**src/hw/rtl/lrst_ram.sv**
```systemverilog
// Generic single write port, single read port RAM with registered read data.
module lrst_ram #(
   parameter int WIDTH = 8,
   parameter int DEPTH = 16
) (
   input  logic                     clock,
   input  logic                     wr_en,
   input  logic [$clog2(DEPTH)-1:0] wr_addr,
   input  logic [WIDTH-1:0]         wr_data,
   input  logic [$clog2(DEPTH)-1:0] rd_addr,
   output logic [WIDTH-1:0]         rd_data
);

   logic [WIDTH-1:0] mem_ff [DEPTH];

   always_ff @(posedge clock) begin
      if (wr_en) begin
         mem_ff[wr_addr] <= wr_data;
      end
      rd_data <= mem_ff[rd_addr];
   end

endmodule

```
**config.mk**
```make
export PLATFORM = sky130hd
export DESIGN_NAME = lrst_ram
export DESIGN_NICKNAME = d
export VERILOG_FILES = /design/src/hw/rtl/lrst_ram.sv
export SDC_FILE = /design/constraint.sdc
export NUM_CORES = 1
export LEC_CHECK = 0
export ABC_AREA = 1
export BUFFER_PORTS_ARGS = -buffer_cell sky130_fd_sc_hd__buf_2
export CAP_MARGIN = 0
export CORE_MARGIN = 2
export CORE_UTILIZATION = 51
export CTS_CLUSTER_SIZE = 10
export DETAILED_ROUTE_END_ITERATION = 8
export PLACE_DENSITY = 0.68
export SYNTH_ARGS = -nofsm -noshare
export SYNTH_HDL_FRONTEND = slang
export SYNTH_SLANG_ARGS = --single-unit
```
**constraint.sdc**
```tcl
create_clock -name clock -period 1.67 [get_ports clock]
set_input_delay 0.0835 -clock clock [delete_from_list [all_inputs] [get_ports clock]]
set_output_delay 0.0835 -clock clock [all_outputs]
set_load 0.02 [all_outputs]
```
==> After elaboration in Yosys (flattened, before gate mapping) <==
Memories as Yosys holds them, arrays and structs flattened. A register that Yosys moved wholly into a read port is not among the register bits.
Cells that the tools add are included.
{ "classes": {"n_shift": 0, "n_reduce_logical": 0, "n_lt_le_gt_ge": 0, "bitwise_logic": 0, "div_mod_pow": 0, "n_mux": 2, "n_addsub": 0, "eq_ne": 0, "multipliers": 0} }
{ "ops": {"columns": ["operator", "n"], "rows": [
  ["$mux W1", 2]
]} }
{ "word_totals": {"latchBits": 0, "out_inout_bits": 8, "ramBits": 128, "n_memories": 1, "romBits": 0, "reg_bits": 0} }
{ "mem_list": {"columns": ["memory", "words", "word_bits", "read_ports", "rd_clocked_by_memory_dff", "wr", "line", "rtl"], "rows": [
  ["mem_ff", 16, 8, 1, 1, 1, "14", "logic [WIDTH-1:0] mem_ff [DEPTH];"]
]} }

==> Logic depth before layout (Yosys ltp) <==
Gate-level depths: netlist of run 1.
{ "logic_depth": {"ltp_word": 2, "mapped_depth": 8} }

==> Worst setup path after synthesis of run 1 <==
Ideal clock, no wire load.
{ "synth_path": {"path_kind": "input port to flip-flop", "start": "in wr_addr[2]", "end": "mem mem_ff[10][0], enable pin", "required_time_ns": 1.300, "cell_stages": 2, "path_slack_ns": 0.636, "n_path_buf": 0, "t_arrival_ns": 0.664, "cell_sequence": "nand3b_1 -> nor2_1"} }
{ "synth_rtl": {"columns": ["element", "line", "rtl"], "rows": [
  ["start: declaration", "8", "input logic [$clog2(DEPTH)-1:0] wr_addr,"],
  ["end: declaration", "14", null]
]} }
Straight into the memory's write port.

==> reports/qor.txt, run 1 <==
port bufs - 25
leakage dissipation - 2.95 nW
initial antenna violation count - 0
RSZ-0062 raised after global routing - no
Hold Crit Class - in -> reg
placed insts - 715
starting density of the core - 0.527
mux contribution to synthesized area - 0
Int Pwr - 6.50 mW
Net Sw Power - 1.70 mW
total CTS buffers - 17
site row count - 38
Arr. time, crit path - 1.32 ns
Worst-Skew Late Latency - 0.42 ns
DR vias/cell - 5.11
htree depth - 4
library cells used by synthesis - 12
Max-cap violations - 0
run status - completed
Reg power frac - 0.468
CTS resizes - 0
Max IR drop VDD - 0.000654 V
setup bufs post-CTS - 0
Final period util - 0.610
sequential share of the synthesized area - 0.694
Pins Over Slew Limit - 0
Routed Wire Length - 12200 um
first-pass GRT wire length - 18800 um
Fill cells - 878
Clock Power Share - 0.471
nets@finish - 612
post-route ant nets - 0
normalized max-slew margin - 0.604
CTS tree - yes
clock sinks - 136
DRT Pass-1 Iters - 7
CP Capture Type - register
DIE AREA - 12200 um^2
post-synthesis xor/xnor area fraction - 0
GRT Residual Overflow - 0
#FFs+latches synth - 136
largest family of logic cells by synthesized area - simple AND/OR/NAND/NOR gates
Ys Warns - 0
vias in the first global route - 3683
clock skew after layout - 0.00809 ns
min Tclk post-route - 1.02 ns
switch share - 0.207
Mapped Cells - 551
Ant. Diodes - 0
largest net degree at the start of global routing - 65
Core ar. - 10900 um^2
vias - 3815
Post-Synth Simple-Gate Area - 0.210
share of layout cells above drive strength 1 - 0.132
Hold-fix buffers, CTS - 0
post-synthesis adder-cell area fraction - 0
number of failing hold endpoints at the final stage - 0
drt wl/cell - 16.4 um
Die Span Y - 110 um
logic gate share of total power - 0.060
clk buf depth - 2
GP Congestion - 0.807
f_max - 0.982 GHz
fin cells - 747
DRC Markers - 0
initial drt markers - 344
PD cells - 1210 nW/um^2
Total GRT Usage - 0.220
crit path launch type - register
synthesized cell area - 5770 um^2
syn nets - 569
Post-Route Setup TNS - 0 ns
syn_area_per_cell - 10.5 um^2
slew at the pin with the worst max-slew slack - 0.591 ns
Root Driver - clkbuf_16
P&R area growth vs syn - 17.0%
Reg clk slew, reported paths - 0.06 ns
kind of critical path - reg -> reg
# setup viols final - 0
DP HPWL - 7450 um
die extent in x - 110 um
Worst EP required - 1.97 ns
Synth Area in Compound Gates - 0
Worst Path Max Fanout - 1
Ports - 26
## sequential cells by signal (all words and copies together), names as in the netlist
| signal | cells |
|---|---|
| rd_data | 8 |
| mem_ff | 128 |
## path summary, 6_finish.rpt
path | endpoint | slack [ns] | from | cells past startpoint
setup / recovery | rd_data[3] | 0.65 | mem_ff[7][3] | 6
hold / removal | rd_data[7] | 0.03 | rd_addr[3] | 3
setup reg to reg | rd_data[3] | 0.65 | mem_ff[7][3] | 6
hold reg to reg | rd_data[4] | 0.67 | mem_ff[14][4] | 6
## cell usage after synthesis
cell type | n | area share
edfxtp_1 | 128 | 0.67
nand3_1 | 97 | 0.084
nand2_1 | 173 | 0.11
inv_2 | 2 | 0.0013
inv_1 | 100 | 0.065
dfxtp_1 | 8 | 0.028
buf_6 | 6 | 0.012
buf_2 | 13 | 0.011
nor2_1 | 17 | 0.011
buf_1 | 1 | 0.00065
buf_4 | 4 | 0.0052
nand3b_1 | 2 | 0.0026
## layout by cell type, fill, tap and decap left out, drive strengths merged, types with 4 or more instances in the layout
master    n
nand2   173
edfxtp  128
inv     103
nand3    97
buf      48
clkbuf   20
nor2     17
dfxtp     8
bufinv    4
clkinv    4
## final cells by class
| class | instances | area [um^2] | area share |
|---|---|---|---|
| Inverter | 102 | 383 | 0.0568 |
| Multi-Input combinational cell | 289 | 1210 | 0.180 |
| Timing Repair Buffer | 48 | 348 | 0.0516 |
| Clock buffer | 20 | 447 | 0.0662 |
| Clock inverter | 12 | 175 | 0.0260 |
| Sequential cell | 136 | 4000 | 0.594 |
| Tap cell | 140 | 175 | 0.0260 |
## stage by stage
stage / worst slack [ns] / utilization / area [um^2] / power (mW) / hold slack, ns
2_1_floorplan: 0.636 / - / 5770 / 4.20 / 0.182
3_3_place_gp: 0.456 / 0.560 / 6120 / 4.39 / 0.457
3_5_place_dp: 0.425 / 0.560 / 6120 / 4.40 / 0.458
4_1_cts: 0.650 / 0.617 / 6750 / 8.25 / 0.0209
5_1_grt: 0.539 / 0.617 / 6750 / 8.46 / 0.0348
6_report: 0.651 / 0.617 / 6750 / 8.19 / 0.0295
## worst max-delay path, cell delays in order, from the launching register on
cell	delay, ns
edfxtp_1	0.35
inv_1	0.07
nand2_1	0.05
nand3_1	0.11
nand3_1	0.11
nand3_1	0.14
nand2_1	0.07
## metal layers
metal,global-route usage,up-vias,share of wire
li1,-,1856,-
met2,0.355,118,0.49
met4,0.0866,0,0.019
met1,0.274,1823,0.43
met3,0.0758,18,0.066
met5,0,-,0
## power by group through the flow
stage | Sequential (mW) | Combinational (mW) | Clock [mW]
after floorplan | 3.93 | 0.269 | 0
after global placement | 3.91 | 0.481 | 0
after detailed placement | 3.91 | 0.491 | 0
after CTS | 3.84 | 0.495 | 3.91
after global routing | 3.84 | 0.547 | 4.07
final | 3.84 | 0.493 | 3.86
## logic make-up after synthesis
| kind of cell | Yosys count |
|---|---|
| simple gates | 289 |
| buf+inv | 126 |
| flops | 136 |
(Power assumes the default switching activity.)
==> run 2, diff against run 1 <==
--- a/config.mk
+++ b/config.mk
@@ -12,7 +12,7 @@
 export CORE_UTILIZATION = 51
 export CTS_CLUSTER_SIZE = 10
 export DETAILED_ROUTE_END_ITERATION = 8
-export PLACE_DENSITY = 0.68
+export PLACE_DENSITY = 0.71
 export SYNTH_ARGS = -nofsm -noshare
 export SYNTH_HDL_FRONTEND = slang
 export SYNTH_SLANG_ARGS = --single-unit
==> constraint.sdc (replaced) <==
create_clock -name clock -period 0.9 [get_ports clock]
set_input_delay 0.045 -clock clock [delete_from_list [all_inputs] [get_ports clock]]
set_output_delay 0.045 -clock clock [all_outputs]
set_load 0.02 [all_outputs]
==> run 2 against run 1 <==
  * The run now ends with setup timing left
  * Clock skew rose by 0.0027 ns
  * Worst hold slack better by 0.00057 ns
  * Die area stayed put
  * Non-clock buffer count grew 14
  * Cell count grew 1.9%
  * Via count grew 4.8%
  * Clock-buffer cell count grew 8
  * Critical path depth shrank 5
  * First-iteration DRC count fell by 4.1%
  * Sequential cell count stayed put
  * Largest cell class unchanged
  * Largest power group is now registers
  * Highest routed layer unchanged
==> reports/qor.txt, run 2 (synthesized netlist as in run 1, its figures left out) <==
register name with the most flops - mem_ff
worst setup margin - -0.0827 ns (-0.734 ns)
post-route ant nets - 0 (unchanged)
Max IR drop VDD - 0.00161 V (+150%)
PD cells - 2030 nW/um^2 (+67%)
Worst-Skew Late Latency - 0.43 ns (about the same)
kind of critical path - reg -> out
die extent in x - 110 um (unchanged)
DIE AREA - 12200 um^2 (unchanged)
P&R area growth vs syn - 25.0%
Reg clk slew, reported paths - 0.05 ns (about the same)
total CTS buffers - 17 (unchanged)
CP Capture Type - output port
share of layout cells above drive strength 1 - 0.248 (+0.116)
Final period util - 1.09
Post-Route Setup TNS - -0.369 ns (-0.369 ns)
Total GRT Usage - 0.244 (+0.0241)
crit-path cells - buf_6
total power - 14.6 mW (+78%)
largest net degree at the start of global routing - 33 (-49%)
Top Family by Delay on Critical Path - flip-flops
failing checks - setup timing
port bufs - 25 (unchanged)
clk buf depth - 2 (unchanged)
RSZ-0062 raised after global routing - yes
Hold Crit Class - in -> reg
leakage dissipation - 3.12 nW (+5.9%)
placed insts - 727 (+1.7%)
nets@finish - 626 (+2.3%)
vias - 4000 (+4.8%)
Root Driver - clkbuf_16
DRC Markers - 0 (unchanged)
initial drt markers - 330 (-4.1%)
DP HPWL - 8220 um (+10%)
clock skew after layout - 0.0108 ns (+0.00269 ns)
min Tclk post-route - 0.983 ns
vias in the first global route - 3879 (+5.3%)
most frequent cells in the layout - 168 x nand2_1, 128 x edfxtp_1, 99 x inv_1
f_max - 1.02 GHz
Routed Wire Length - 13500 um (+10%)
starting density of the core - 0.527 (unchanged)
clock sinks - 136 (unchanged)
Arr. time, crit path - 0.94 ns (-0.38 ns)
initial antenna violation count - 0 (unchanged)
Pins Over Slew Limit - 0 (unchanged)
Worst Path Max Fanout - 1 (unchanged)
dpl ws - -0.214 ns (-0.640 ns)
slew at the pin with the worst max-slew slack - 0.429 ns (-0.163 ns)
run status - finished with violations
Die Span Y - 110 um (unchanged)
Max-cap violations - 0 (unchanged)
Worst EP required - 0.85 ns (-1.12 ns)
site row count - 38 (unchanged)
DRT Pass-1 Iters - 5 (-2)
setup bufs post-CTS - 0 (unchanged)
delay of the slowest critical-path stage - 0.37 ns (+0.02 ns)
GP Congestion - 0.851 (+5.5%)
DR vias/cell - 5.26 (+2.9%)
CTS tree - yes
Core ar. - 10900 um^2 (unchanged)
GRT Residual Overflow - 0 (unchanged)
htree depth - 4 (unchanged)
most common cell after layout, fill and taps aside - nand2_1
# setup viols final - 13 (+13)
number of failing hold endpoints at the final stage - 0 (unchanged)
fin cells - 761 (+1.9%)
drt wl/cell - 17.8 um (+8.5%)
Largest regs - mem_ff x128, rd_data x8
max reg flops - 128 (unchanged)
worst path bufs/invs - 1 (unchanged)
Fill cells - 812 (-7.5%)
Ports - 26 (unchanged)
Ant. Diodes - 0 (unchanged)
first-pass GRT wire length - 20600 um (+9.8%)
Worst path slowest cell - dfxtp_2
crit path launch type - register
normalized max-slew margin - 0.713 (+0.109)
==> run 2: cell types whose count changed in the layout (fill, tap and decap cells not counted), sizes merged <==
cell / previous run / this run
buf: 48 / 60
bufinv: 4 / 1
clkbuf: 20 / 28
clkinv: 4 / 3
clkinvlp: 3 / 0
dlygate4sd3: 0 / 2
inv: 103 / 102
==> run 2: final timing paths <==
check | from | endpoint | slack, ns | cells past startpoint
max | rd_data[7] | rd_data[7] | -0.08 | 1
min | rd_addr[2] | rd_data[7] | 0.03 | 4
max reg2reg | mem_ff[7][6] | rd_data[6] | -0.06 | 6
min reg2reg | mem_ff[12][2] | rd_data[2] | 0.68 | 6
==> run 2: final cells by class <==
type / count / area (um^2) / share of cell area
clock inverters: 4 / 45.0 / 0.00625
repair buffers: 62 / 621 / 0.0861
flip-flops and latches: 136 / 4010 / 0.557
clock buffers: 28 / 477 / 0.0662
multi-input cells: 289 / 1490 / 0.207
well taps: 140 / 175 / 0.0243
inverters: 102 / 383 / 0.0531
==> run 2: power breakdown <==
group | switching, mW | internal [mW] | total [mW]
clock network | 2.44 | 3.85 | 6.29
registers | 0.0569 | 7.09 | 7.15
logic | 0.734 | 0.430 | 1.16
==> run 2: layer usage <==
layer	vias to the layer above	global-route usage	part of all wire
met2	148	0.407	0.51
met5	-	0	0
met4	0	0.113	0.024
met3	26	0.0529	0.069
li1	1891	-	-
met1	1935	0.307	0.40
==> run 2: what timing repair did <==
item,in CTS,in global routing
endpoints found under the setup margin,16,16
endpoints found under the hold margin,6,0
hold buffers,2,0
gates resized for setup,49,31
pin swaps,22,22
==> run 2: through the flow <==
stage | area (um^2) | hold slack [ns] | util
after global routing | 7210 | 0.0392 | 0.659
after CTS | 7070 | 0.0198 | 0.646
final | 7210 | 0.0300 | 0.659
after global placement | 6340 | 0.417 | 0.580
after detailed placement | 6340 | 0.416 | 0.580
after floorplan | 5780 | 0.144 | -
==> run 3, diff against run 2 <==
--- a/config.mk
+++ b/config.mk
@@ -12,7 +12,8 @@
 export CORE_UTILIZATION = 51
 export CTS_CLUSTER_SIZE = 10
 export DETAILED_ROUTE_END_ITERATION = 8
-export PLACE_DENSITY = 0.71
+export PLACE_DENSITY = 0.68
+export REMOVE_ABC_BUFFERS = 1
 export SYNTH_ARGS = -nofsm -noshare
 export SYNTH_HDL_FRONTEND = slang
 export SYNTH_SLANG_ARGS = --single-unit
==> constraint.sdc (replaced) <==
create_clock -name clock -period 1.3 [get_ports clock]
set_input_delay 0.065 -clock clock [delete_from_list [all_inputs] [get_ports clock]]
set_output_delay 0.065 -clock clock [all_outputs]
set_load 0.02 [all_outputs]
==> run 3 against run 2 <==
  * The run now ends clean
  * Setup slack better by 0.34 ns
  * Sequential power decreased by 31%
  * Combinational power shrank 46%
  * Die area unchanged
  * Clock power shrank 13%
  * Critical endpoint is now rd_data[2]
  * Largest power group is now clock
  * Highest routed layer unchanged
==> reports/qor.txt, run 3 (synthesized netlist as in run 1, its figures left out) <==
Largest regs - mem_ff x128, rd_data x8
leakage dissipation - 3.00 nW (-4.1%)
total CTS buffers - 17 (unchanged)
register name with the most flops - mem_ff
max reg flops - 128 (unchanged)
delay of the slowest critical-path stage - 0.37 ns (about the same)
Pins Over Slew Limit - 0 (unchanged)
min Tclk post-route - 1.04 ns
initial antenna violation count - 0 (unchanged)
PD cells - 1610 nW/um^2 (-20%)
most common cell after layout, fill and taps aside - nand2_1
run status - completed
Min Hold Slack - 0.0374 ns (+0.00737 ns)
clock sinks - 136 (unchanged)
vias - 3852 (-3.7%)
port bufs - 25 (unchanged)
DR vias/cell - 5.12 (-2.5%)
Core ar. - 10900 um^2 (unchanged)
Post-Route Setup TNS - 0 ns (+0.369 ns)
die extent in x - 110 um (unchanged)
setup bufs post-CTS - 0 (unchanged)
GRT Residual Overflow - 0 (unchanged)
Ports - 26 (unchanged)
DP HPWL - 7430 um (-9.5%)
Routed Wire Length - 12300 um (-8.6%)
Final period util - 0.799
Arr. time, crit path - 0.97 ns (+0.03 ns)
clk buf depth - 2 (unchanged)
number of failing hold endpoints at the final stage - 0 (unchanged)
Die Span Y - 110 um (unchanged)
Net Sw Power - 2.28 mW (-30%)
Worst path slowest cell - dfxtp_1
kind of critical path - reg -> out
Post-Layout Inst Area - 6830 um^2 (-5.2%)
clock skew after layout - 0.00427 ns (-0.00651 ns)
Worst Path Max Fanout - 1 (unchanged)
site row count - 38 (unchanged)
DRT Pass-1 Iters - 5 (unchanged)
drt wl/cell - 16.4 um (-7.5%)
P&R area growth vs syn - 18.5%
Max-cap violations - 0 (unchanged)
Hold-fix buffers, CTS - 0 (-2)
Top Family by Delay on Critical Path - flip-flops
most frequent cells in the layout - 173 x nand2_1, 128 x edfxtp_1, 100 x inv_1
slew at the pin with the worst max-slew slack - 0.350 ns (-0.0780 ns)
post-layout util - 0.625 (-0.0340)
normalized max-slew margin - 0.766 (+0.0530)
Int Pwr - 8.76 mW (-23%)
CTS resizes - 0 (-100%)
share of layout cells above drive strength 1 - 0.142 (-0.106)
Hold Crit Class - in -> reg
vias in the first global route - 3715 (-4.2%)
Placed Area - 6150 um^2 (-3.0%)
f_max - 0.963 GHz
DRC Markers - 0 (unchanged)
logic gate share of total power - 0.057 (-0.023)
crit-path cells - buf_2
DIE AREA - 12200 um^2 (unchanged)
Total GRT Usage - 0.224 (-0.0197)
Ant. Diodes - 0 (unchanged)
GP Congestion - 0.804 (-5.5%)
Worst EP required - 1.24 ns (+0.39 ns)
Reg clk slew, reported paths - 0.06 ns (about the same)
Fill cells - 874 (+7.6%)
htree depth - 4 (unchanged)
Worst-Skew Late Latency - 0.41 ns (-0.02 ns)
crit path launch type - register
Root Driver - clkbuf_16
reg2reg setup slack - 0.29 ns (+0.35 ns)
largest net degree at the start of global routing - 55 (+67%)
CP Capture Type - output port
RSZ-0062 raised after global routing - no
Reg power frac - 0.447 (-0.043)
worst path bufs/invs - 1 (unchanged)
Max IR drop VDD - 0.00124 V (-23%)
initial drt markers - 334 (+1.2%)
post-route ant nets - 0 (unchanged)
first-pass GRT wire length - 19400 um (-6.1%)
CTS tree - yes
nets@finish - 617 (-1.4%)
Clock Power Share - 0.496 (+0.065)
switch share - 0.206 (-0.0148)
starting density of the core - 0.527 (unchanged)
# setup viols final - 0 (-13)
==> run 3: final cells by class <==
type,count,area [um^2],area share
repair buffers,53,373,0.0546
inverters,102,383,0.0560
multi-input cells,289,1210,0.178
well taps,140,175,0.0256
flip-flops and latches,136,4000,0.586
clock buffers,18,439,0.0643
clock inverters,14,246,0.0361
==> run 3: path summary, 6_finish.rpt <==
kind	endpoint	start	cells past startpoint
max reg2reg	rd_data[3]	mem_ff[1][3]	6
min	mem_ff[13][4]	wr_data[4]	1
max	rd_data[2]	rd_data[2]	1
min reg2reg	rd_data[7]	mem_ff[11][7]	6
==> run 3: metrics by stage <==
step	instances	setup slack (ns)	total power, mW
3_3_place_gp	720	0.187	5.63
4_1_cts	752	0.222	11.1
2_1_floorplan	527	0.255	5.32
3_5_place_dp	720	0.168	5.65
6_report	752	0.261	11.0
5_1_grt	752	0.233	11.4
==> run 3: power by group through the flow <==
stage | Clock, mW | Sequential (mW) | Combinational (mW)
after CTS | 5.54 | 4.94 | 0.630
after global placement | 0 | 5.02 | 0.611
final | 5.47 | 4.93 | 0.626
after floorplan | 0 | 5.05 | 0.265
after detailed placement | 0 | 5.03 | 0.623
after global routing | 5.71 | 4.94 | 0.695
==> run 3: metal layers <==
| layer | vias up | GRT usage | share of wire |
|---|---|---|---|
| li1 | 1868 | - | - |
| met1 | 1815 | 0.297 | 0.41 |
| met2 | 138 | 0.352 | 0.49 |
| met3 | 31 | 0.0511 | 0.067 |
| met4 | 0 | 0.111 | 0.031 |
| met5 | - | 0 | 0 |
